**config.mk**
```make
export PLATFORM = sky130hd
export DESIGN_NAME = geometric_error_quantizer_unit
export DESIGN_NICKNAME = d
export VERILOG_FILES = /design/src/gqu_pkg.sv /design/src/gqu_ladder.sv /design/src/gqu_div.sv /design/src/geometric_error_quantizer_unit.sv
export SDC_FILE = /design/constraint.sdc
export NUM_CORES = 2
export LEC_CHECK = 0
export BUFFER_PORTS_ARGS = -buffer_cell sky130_fd_sc_hd__buf_2
export CORE_ASPECT_RATIO = 1.75
export CORE_MARGIN = 5
export CORE_UTILIZATION = 25
export CTS_CLUSTER_DIAMETER = 60
export DETAILED_ROUTE_END_ITERATION = 10
export PLACE_DENSITY_LB_ADDON = 0.2
export SYNTH_ARGS = -nofsm -noshare
export SYNTH_HDL_FRONTEND = slang
export SYNTH_SLANG_ARGS = --single-unit
```
**constraint.sdc**
```tcl
create_clock -name clk -period 9.18 [get_ports clk]
set_clock_uncertainty 0.2 [all_clocks]
set_input_delay 0.918 -clock clk [delete_from_list [all_inputs] [get_ports clk]]
set_output_delay 0.918 -clock clk [all_outputs]
set_load 0.05 [all_outputs]
```
**src/gqu_pkg.sv**
```systemverilog
package gqu_pkg;

	localparam int LEVEL_BITS = 8;
	localparam int DATA_W     = 32;
	localparam int SUM_W      = 48;
	localparam int FRAC_W     = 16;
	localparam int DIVIDEND_W = DATA_W + FRAC_W;
	localparam int RATIO_FRAC = 30;
	localparam int PROD_W     = 2 * DATA_W;
	localparam int CFG_IDX_W  = 2;
	localparam int MAXLVL_W   = 8;
	localparam int USER_W     = 2;
	localparam int OUT_FIELDS_W = LEVEL_BITS + 3 * DATA_W + SUM_W;
	localparam int OUT_DATA_W = ((OUT_FIELDS_W + 7) / 8) * 8;

	typedef logic [LEVEL_BITS-1:0] level_t;
	typedef logic [DATA_W-1:0]     word_t;

	localparam level_t LEVEL_MAX = level_t'((1 << LEVEL_BITS) - 1);

	localparam word_t MIN_ERR_RESET      = 32'h0001_0000;
	localparam word_t GROWTH_RATIO_RESET = 32'h8000_0000;
	localparam logic [MAXLVL_W-1:0] MAX_LEVEL_RESET = 8'd255;

	typedef enum logic [CFG_IDX_W-1:0] {
		CFG_MIN_ERR      = 2'd0,
		CFG_GROWTH_RATIO = 2'd1,
		CFG_MAX_LEVEL    = 2'd2
	} cfg_reg_t;

	// Flag positions inside the result tuser.
	localparam int USER_OVER_RANGE = 0;
	localparam int USER_ZERO_INPUT = 1;

	typedef struct packed {
		logic                  start;
		logic [DIVIDEND_W-1:0] dividend;
		word_t                 divisor;
	} div_req_t;

	typedef struct packed {
		logic                  done;
		logic [DIVIDEND_W-1:0] quotient;
	} div_rsp_t;

endpackage

```
**src/gqu_ladder.sv**
```systemverilog
// One ladder step: registered product of the current value and the ratio,
// then a shift to Q16.16 with saturation to all ones.
module gqu_ladder (
	input  logic          clk,
	input  gqu_pkg::word_t value,
	input  gqu_pkg::word_t ratio,
	output gqu_pkg::word_t next_value
);
	import gqu_pkg::*;

	logic [PROD_W-1:0] product_s1;

	always_ff @(posedge clk) begin
		product_s1 <= PROD_W'(value) * PROD_W'(ratio);
	end

	// Anything above bit DATA_W + RATIO_FRAC - 1 no longer fits a Q16.16 word.
	assign next_value = (|product_s1[PROD_W-1:DATA_W+RATIO_FRAC]) ? '1
		: product_s1[DATA_W+RATIO_FRAC-1:RATIO_FRAC];

endmodule

```
**src/gqu_div.sv**
```systemverilog
// Restoring divider, one quotient bit per cycle, most significant first.
module gqu_div (
	input  logic              clk,
	input  logic              arst_n,
	input  gqu_pkg::div_req_t req,
	output gqu_pkg::div_rsp_t rsp
);
	import gqu_pkg::*;

	localparam int CNT_W = $clog2(DIVIDEND_W + 1);

	logic [DATA_W-1:0]     rem_q;
	logic [DIVIDEND_W-1:0] quo_q;
	word_t                 divisor_q;
	logic [CNT_W-1:0]      cnt_q;
	logic                  busy_q;
	logic                  done_q;

	logic [DATA_W:0] trial;
	logic [DATA_W:0] diff;
	logic            fits;

	always_comb begin
		trial = {rem_q, quo_q[DIVIDEND_W-1]};
		diff  = trial - {1'b0, divisor_q};
		fits  = (trial >= {1'b0, divisor_q});
	end

	always_ff @(posedge clk or negedge arst_n) begin
		if (!arst_n) begin
			rem_q     <= '0;
			quo_q     <= '0;
			divisor_q <= '0;
			cnt_q     <= '0;
			busy_q    <= 1'b0;
			done_q    <= 1'b0;
		end else begin
			done_q <= 1'b0;
			if (req.start) begin
				rem_q     <= '0;
				quo_q     <= req.dividend;
				divisor_q <= req.divisor;
				cnt_q     <= CNT_W'(DIVIDEND_W);
				busy_q    <= 1'b1;
			end else if (busy_q) begin
				rem_q <= fits ? diff[DATA_W-1:0] : trial[DATA_W-1:0];
				quo_q <= {quo_q[DIVIDEND_W-2:0], fits};
				cnt_q <= cnt_q - 1'b1;
				if (cnt_q == CNT_W'(1)) begin
					busy_q <= 1'b0;
					done_q <= 1'b1;
				end
			end
		end
	end

	assign rsp.done     = done_q;
	assign rsp.quotient = quo_q;

endmodule

```
**src/geometric_error_quantizer_unit.sv**
```systemverilog
// Geometric error quantizer.
// Input stream s_axis carries one Q16.16 error value per request. Output stream
// m_axis returns one result per request: the ladder level, its value, the
// relative error (q - x) / x, the running error sum and fitted count, with the
// over-range and zero-input flags in tuser.
// Configuration writes (cfg_index, cfg_data) are taken in any cycle and must
// only be issued while no request is in flight.
// A fitted value that lands on level k climbs the ladder in k steps and then
// goes through the divider for its ratio; an over-range value climbs to the top
// level only, and a zero input goes straight to the finish state. Each ladder
// level passes a check and a step state through the single multiplier, and the
// divider is bit-serial. One request is worked on at a time; the next is taken
// only once the sequencer is idle again, as it loads the result for output.
// s_axis_tready is high only while the sequencer is idle; a finished result
// sits in the output register, so the next request may start while the
// receiver stalls. A second result waits inside the block until the first
// is taken.
// Reset restores the register defaults, clears the error sum and the fitted
// count, and empties the output register.
module geometric_error_quantizer_unit (
	input  logic                             clk,
	input  logic                             arst_n,
	input  logic                             s_axis_tvalid,
	output logic                             s_axis_tready,
	input  logic [gqu_pkg::DATA_W-1:0]       s_axis_tdata,  // error_value
	output logic                             m_axis_tvalid,
	input  logic                             m_axis_tready,
	// level, quantized_value, error_ratio, error_total, fitted_total
	output logic [gqu_pkg::OUT_DATA_W-1:0]   m_axis_tdata,
	output logic [gqu_pkg::USER_W-1:0]       m_axis_tuser,  // over_range, zero_input
	input  logic                             cfg_valid,
	output logic                             cfg_ready,
	input  logic [gqu_pkg::CFG_IDX_W-1:0]    cfg_index,
	input  logic [gqu_pkg::DATA_W-1:0]       cfg_data
);
	import gqu_pkg::*;

	typedef enum logic [2:0] {
		ST_IDLE,
		ST_CHECK,
		ST_STEP,
		ST_DIVIDE,
		ST_FINISH
	} state_t;

	state_t state_q;

	word_t                min_err_q;
	word_t                growth_ratio_q;
	logic [MAXLVL_W-1:0]  max_level_q;

	word_t                x_q;
	word_t                q_q;
	level_t               k_q;
	level_t               top_q;
	logic                 over_q;
	logic                 zero_q;
	word_t                ratio_q;
	logic [SUM_W-1:0]     error_sum_q;
	word_t                fitted_count_q;

	logic                 out_valid_q;
	logic [OUT_DATA_W-1:0] out_data_q;
	logic [USER_W-1:0]    out_user_q;

	word_t                ladder_next;
	div_req_t             div_req;
	div_rsp_t             div_rsp;

	logic                 in_fire;
	logic                 below_or_equal;
	logic                 keep_climbing;
	logic                 out_free;
	logic                 fitted;
	logic [15:0]          max_level_wide;
	level_t               top_next;
	logic [SUM_W:0]       sum_wide;
	logic [SUM_W-1:0]     sum_next;
	word_t                count_next;
	word_t                ratio_sat;

	gqu_ladder u_ladder (
		.clk        (clk),
		.value      (q_q),
		.ratio      (growth_ratio_q),
		.next_value (ladder_next)
	);

	gqu_div u_div (
		.clk    (clk),
		.arst_n (arst_n),
		.req    (div_req),
		.rsp    (div_rsp)
	);

	always_comb begin
		in_fire        = s_axis_tvalid && s_axis_tready;
		below_or_equal = (q_q <= x_q);
		keep_climbing  = below_or_equal && (k_q < top_q);
		out_free       = !out_valid_q || m_axis_tready;
		fitted         = !over_q && !zero_q;

		max_level_wide = 16'(max_level_q);
		top_next = (max_level_wide > 16'(LEVEL_MAX)) ? LEVEL_MAX
			: max_level_wide[LEVEL_BITS-1:0];

		div_req.start    = (state_q == ST_CHECK) && !below_or_equal;
		div_req.dividend = {q_q - x_q, {FRAC_W{1'b0}}};
		div_req.divisor  = x_q;

		ratio_sat = (|div_rsp.quotient[DIVIDEND_W-1:DATA_W]) ? '1
			: div_rsp.quotient[DATA_W-1:0];

		sum_wide   = {1'b0, error_sum_q} + (SUM_W + 1)'(ratio_q);
		sum_next   = sum_wide[SUM_W] ? '1 : sum_wide[SUM_W-1:0];
		count_next = (&fitted_count_q) ? fitted_count_q : fitted_count_q + 1'b1;
	end

	always_ff @(posedge clk or negedge arst_n) begin
		if (!arst_n) begin
			state_q        <= ST_IDLE;
			min_err_q      <= MIN_ERR_RESET;
			growth_ratio_q <= GROWTH_RATIO_RESET;
			max_level_q    <= MAX_LEVEL_RESET;
			x_q            <= '0;
			q_q            <= '0;
			k_q            <= '0;
			top_q          <= '0;
			over_q         <= 1'b0;
			zero_q         <= 1'b0;
			ratio_q        <= '0;
			error_sum_q    <= '0;
			fitted_count_q <= '0;
			out_valid_q    <= 1'b0;
			out_data_q     <= '0;
			out_user_q     <= '0;
		end else begin
			if (cfg_valid) begin
				unique case (cfg_index)
					CFG_MIN_ERR:      min_err_q      <= cfg_data;
					CFG_GROWTH_RATIO: growth_ratio_q <= cfg_data;
					CFG_MAX_LEVEL:    max_level_q    <= cfg_data[MAXLVL_W-1:0];
					default: ;
				endcase
			end

			// In the finish state the output register is reloaded below instead.
			if (m_axis_tvalid && m_axis_tready && (state_q != ST_FINISH)) begin
				out_valid_q <= 1'b0;
			end

			unique case (state_q)
				ST_IDLE: begin
					if (in_fire) begin
						x_q     <= s_axis_tdata;
						q_q     <= min_err_q;
						k_q     <= '0;
						top_q   <= top_next;
						over_q  <= 1'b0;
						zero_q  <= (s_axis_tdata == '0);
						ratio_q <= '0;
						state_q <= (s_axis_tdata == '0) ? ST_FINISH : ST_CHECK;
					end
				end
				ST_CHECK: begin
					if (keep_climbing) begin
						state_q <= ST_STEP;
					end else if (below_or_equal) begin
						over_q  <= 1'b1;
						state_q <= ST_FINISH;
					end else begin
						state_q <= ST_DIVIDE;
					end
				end
				ST_STEP: begin
					// The ladder unit captured q_q * ratio during the check cycle.
					q_q     <= ladder_next;
					k_q     <= k_q + 1'b1;
					state_q <= ST_CHECK;
				end
				ST_DIVIDE: begin
					if (div_rsp.done) begin
						ratio_q <= ratio_sat;
						state_q <= ST_FINISH;
					end
				end
				ST_FINISH: begin
					if (out_free) begin
						if (fitted) begin
							error_sum_q    <= sum_next;
							fitted_count_q <= count_next;
						end
						out_data_q <= OUT_DATA_W'({
							fitted ? count_next : fitted_count_q,
							fitted ? sum_next : error_sum_q,
							ratio_q, q_q, k_q});
						out_user_q <= {zero_q, over_q};
						out_valid_q <= 1'b1;
						state_q     <= ST_IDLE;
					end
				end
				default: state_q <= ST_IDLE;
			endcase
		end
	end

	assign s_axis_tready = (state_q == ST_IDLE);
	assign m_axis_tvalid = out_valid_q;
	assign m_axis_tdata  = out_data_q;
	assign m_axis_tuser  = out_user_q;
	assign cfg_ready     = 1'b1;

endmodule

```
---- Word level (Yosys, flattened, before mapping) ----
Cells that the tools add are included.
storage, ports and cells
  latch bits .............................. 0
  memories kept ........................... 0
  RAM bits ................................ 0
  input bits .............................. 71
  logic and storage cells ................. 116
  output and inout bits ................... 157
  memory bits (read-only) ................. 0
  flip-flop bits (word level) ............. 608
cells by class
  shift-type cells ........................ 0
  bitwise gates (word level) .............. 0
  add/sub/neg operators ................... 6
  reductions and logical operators ........ 30
  multipliers ............................. 1
  mux-type cells .......................... 40
  magnitude comparators ................... 3
  divide/modulo/power cells ............... 0
  equal/unequal tests ..................... 13
operator list
  cell                   number
  $mux 32                10
  $mux 48                4
  $pmux 32 s2            2
  $mul 32x32->64         1
  $sub 32x32->32         2
  $add 48x32->49         1
  $ge 33x32->1           1
  $add 32x1->32 const B  1
  $le 32x32->1           1
  $logic_not 32->1       1
  $reduce_and 32->1      1
  $mux 3                 6
  $pmux 8 s2             1
  $reduce_or 16->1       1
  $pmux 3 s5             1
  $mux 1                 12
  $mux 6                 2
  $reduce_and 2->1       6
  $add 8x1->8 const B    1
  $lt 8x8->1             1
  $mux 8                 1
  $reduce_bool 2->1      4
  $eq 3x2->1 const B     2
  $eq 6x1->1 const B     1
  17 further kinds       29

---- Depth between registers and ports, before layout ----
  depth after elaboration ................. 5
  gate-level depth with buffers ........... 28
  mapped depth without buffers ............ 26

---- Modules after synthesis ----
From an unflattened synthesis, not the netlist that was laid out.
unflattened totals
  cell total of the unflattened synthesis .. 6111
  area, all modules ....................... 57873.0 um^2
by module, submodules not included
  module                          instances  cells each  area an instance (um^2)  seq. area each (um^2)
  gqu_ladder                      1          3620        33324.5                  680.7
  geometric_error_quantizer_unit  1          1663        17185.2                  8620.8
  gqu_div                         1          828         7363.3                   3002.9

---- Least setup slack after synthesis ----
OpenSTA, ideal clock, no wires.
  kind .................................... reg2reg
  from .................................... reg q_q[28]
  to ...................................... reg u_ladder.product_s1[62]
  arrival time ............................ 7.131 ns
  stages on the path, launching flop included .. 25
  buffers on the path ..................... 1
  path slack .............................. 1.785 ns
  data required time ...................... 8.916 ns
  cells stage by stage .................... dfrtp_1 clkbuf_1 nand2_1 fa_1 fa_1 fa_1 fa_1 inv_1 fa_1 fa_1 fa_1 inv_1 fa_1 inv_1 ha_1 a21oi_1 o21ai_0 a221oi_1 o2bb2ai_1 a211oi_1 nor2_1 a21oi_1 o21ai_0 a2111o_1 nand4_1
on the way
  word-level cells in the longest chain between the ends .. 1
ends and longest elaborated chain
  what                      RTL line                               text
  start: declaration        geometric_error_quantizer_unit.sv:53   word_t q_q;
  start signal: assignment  geometric_error_quantizer_unit.sv:156  q_q <= min_err_q;
  start signal: assignment  geometric_error_quantizer_unit.sv:177  q_q <= ladder_next;
  $mul 32x32->64            gqu_ladder.sv:14                       product_s1 <= PROD_W'(value) * PROD_W'(ratio);
  end signal: assignment    gqu_ladder.sv:14
  end: declaration          gqu_ladder.sv:11                       logic [PROD_W-1:0] product_s1;
No other way between the ends.
A chain may end at the register's enable or synchronous reset.

---- Worst setup path in the final report ----
  from .................................... reg q_q[18]
  to ...................................... reg u_ladder.product_s1[58]
The elaborated chain is that of the path after synthesis.

==> results_dict.tcl <==
set metrics [dict create \
    path_common_cell "fa_1" \
    dpl.hpwl_mm 168 \
    cts_tree "yes" \
    numPortBuffers 226 \
    synth_area_um2 57300 \
    crit_slowest_cell "dfrtp_1" \
    ys_ff_latch 498 \
    async_reset_ff_share_pct 93.2 \
    ys_seq_area_share_pct 21.5 \
    grt_pass1_vias 47600 \
    worstSkewPairLatency_ps 700 \
    ant_nets 0 \
    die_h_um 643 \
    fill_cells 24500 \
    cts_buffer_depth 3 \
    dpl_cell_area_um2 62400 \
    initial_core_util_pct 25.1 \
    min_path_type "reg -> reg" \
    synth_area_per_cell_um2 9.49 \
    syn_nets 7374 \
    core_area_um2 228000 \
    grt_first_pass_wirelength_mm 309 \
    num_rows 232 \
    hold_violations 0 \
    syn_inst 6038 \
    wire_per_inst_um 22.3 \
    max-cap-violations 0 \
    antenna_found_initial 24 \
    synth-edff-count 0 \
    path_class "reg -> reg" \
    wirelength_mm 207 \
    vias 42800 \
    clk_pin_slew_ps 50 \
    design_area_um2 64900 \
    path_max_fanout 20 \
    synth_cell_types 84 \
    critical-path-max-stage-delay_ps 990 \
    slew_viol_final 0 \
    grt_max_degree 155 \
    drive_gt1_share_pct 11.3 \
    tns_ps 0 \
    final_cell_mix "1,000 x inv_1, 898 x fa_1, 757 x nand2_1" \
    die-area_um2 239000 \
    drt-initial-drc-count 2202 \
    relSlewSlack_pct 21.9 \
    fin_crit_sh_pct 95.9 \
    endpoint_kind "flip-flop" \
    grt_usage_pct 17.4 \
    ios 228 \
    firstDrtPassIters 9 \
    final_nets 7524 \
    status "finished clean" \
    via_per_inst 4.60 \
    crit_chain "and2_1 > fa_1 > fa_1 > inv_1 > fa_1 > fa_1 > inv_1 > fa_1 > fa_1 > fa_1 > fa_1 > ha_1 > nand2_1 > nor3_1 > o21ai_0 > a21oi_1 > buf_12 > a21oi_1 > a21o_1 > a31oi_1 > nor2b_1 > o311ai_0 > xor2_1" \
    cts.sinks 498 \
    synth_warnings 0 \
    globalRouteOverflowTotal 0 \
    max_freq_mhz 114 \
    grt_setup_unrepaired "false" \
    cts_root_buf "clkbuf_16" \
    dieWidth_um 372 \
    fin_crit_ps 8800 \
    gp_congestion 0.864 \
    cp_data_required_time_ps 9600 \
    final_common_cell "inv_1" \
    worstPathArrival_ps 9220 \
    drc 0 \
    synth-main-ff-cell "dfrtp_1" \
    setup_viol 0 \
    htreeDepth 3 \
    numCtsBuffers 71 \
    tightest_slew_ps 1140 \
    layout-area-overhead-vs-synth_pct 13.3 \
    cp-start-kind "flip-flop" \
]
## cell families (layout without fill, tap and decap cells)
group,Yosys count,count (layout),synth area share [%]
AOI/OAI and AO/OA,713,713,7.73
buffers and inverters,1308,1517,8.67
muxes,212,212,4.03
other,1,9,0.00654
DFF,498,498,21.5
adders and majority gates,1265,1265,39.4
and+or+nand+nor,1880,1880,16.2
xor gates and xnor gates,161,161,2.46
## flip-flops by register name, summed over array words and instances (netlist names), 34 cells and up
| register | flops |
|---|---|
| error_sum_q | 47 |
| m_axis_tdata | 73 |
| u_div.quo_q | 48 |
| u_ladder.product_s1 | 34 |
## critical path: cells and delay by family (launching register included)
kind,cells,cell delay (ps)
flip-flops,1,990
buffers and inverters,3,330
AND/OR/NAND/NOR,4,930
AO/OA/AOI/OAI,6,1620
adder cells (fa/ha/maj),9,4450
XOR/XNOR,1,180
## layout make-up
cell class                 count  area (um2)  area share [%]
antenna                        8        20.0          0.0308
clock buffer                  94        1980            3.05
clock inverter                38         473           0.729
inverter                    1000        3750            5.78
multi-input combinational   4232       40100            61.7
sequential                   498       12300            19.0
tap                         3042        3810            5.86
timing repair buffer         385        2470            3.81
## Yosys cell counts (all sizes together), types with 4 or more instances
| cell type | instances | area share [%] |
|---|---|---|
| fa | 898 | 31 |
| mux2i | 63 | 1.1 |
| a21oi | 186 | 1.6 |
| and2 | 628 | 6.9 |
| nor4 | 25 | 0.27 |
| o31ai | 8 | 0.13 |
| nand4 | 47 | 0.51 |
| nand3 | 82 | 0.72 |
| a2111oi | 4 | 0.094 |
| or2 | 7 | 0.076 |
| nor3 | 39 | 0.40 |
| dfrtp | 454 | 20 |
| a21boi | 9 | 0.12 |
| a31oi | 47 | 0.54 |
| nor3b | 8 | 0.11 |
| o21ai | 230 | 2.0 |
| a221oi | 6 | 0.092 |
| inv | 1000 | 6.6 |
| clkbuf | 282 | 1.8 |
| o2111ai | 7 | 0.11 |
| xor2 | 67 | 1.0 |
| a41oi | 4 | 0.061 |
| a211oi | 49 | 0.66 |
| xnor2 | 94 | 1.4 |
| and4 | 8 | 0.12 |
| nor2 | 194 | 1.3 |
| o211ai | 6 | 0.079 |
| o21a | 17 | 0.22 |
| nand2b | 16 | 0.17 |
| dfxtp | 34 | 1.2 |
| ha | 367 | 8.0 |
| nand2 | 757 | 5.0 |
| a311oi | 4 | 0.061 |
| mux2 | 149 | 2.9 |
| o31a | 4 | 0.063 |
| and3 | 29 | 0.32 |
| a311o | 4 | 0.070 |
| or3 | 4 | 0.044 |
| nor2b | 29 | 0.32 |
| buf | 26 | 0.28 |
| dfstp | 10 | 0.46 |
| a21o | 72 | 0.94 |
| o21bai | 19 | 0.25 |
| a211o | 9 | 0.14 |
## worst paths after layout
check                      slack (ps)                       to          start  depth (start not counted)
max in group asynchronous        5820                  q_q[13]         arst_n                          4
max reg2reg                       380  u_ladder.product_s1[58]        q_q[18]                         23
min                               260                  q_q[30]  min_err_q[30]                          2
min in group asynchronous         590       u_div.divisor_q[5]         arst_n                          2
max                               380  u_ladder.product_s1[58]        q_q[18]                         23
min reg2reg                       260                  q_q[30]  min_err_q[30]                          2
## per-stage QoR
step | utilization, % | std cells | setup slack, ps | hold slack [ps]
after CTS | 28.4 | 9289 | 49.5 | 193
after floorplan | - | 6038 | 1780 | 245
final | 28.5 | 9297 | 379 | 260
after global routing | 28.5 | 9294 | 115 | 243
after detailed placement | 27.4 | 9156 | 83.4 | 267
after global placement | 27.4 | 9156 | 107 | 260
## layer usage
| layer | share of wire (%) | track usage (%) |
|---|---|---|
| met5 | 0.049 | 0 |
| met4 | 6.1 | 9.04 |
| met3 | 3.4 | 1.81 |
| met2 | 56 | 34.3 |
| met1 | 34 | 17.7 |
## timing repair
action                                  CTS  global route
setup buffers                             0             0
endpoints found under the setup margin    0             6
hold endpoints to repair                 58             0
hold buffers                              1             0
gates resized for setup                   0            14
Power is left out: the tool's default activity adds up to more than one toggle a clock period on the data nets, which glitch-free logic cannot reach.
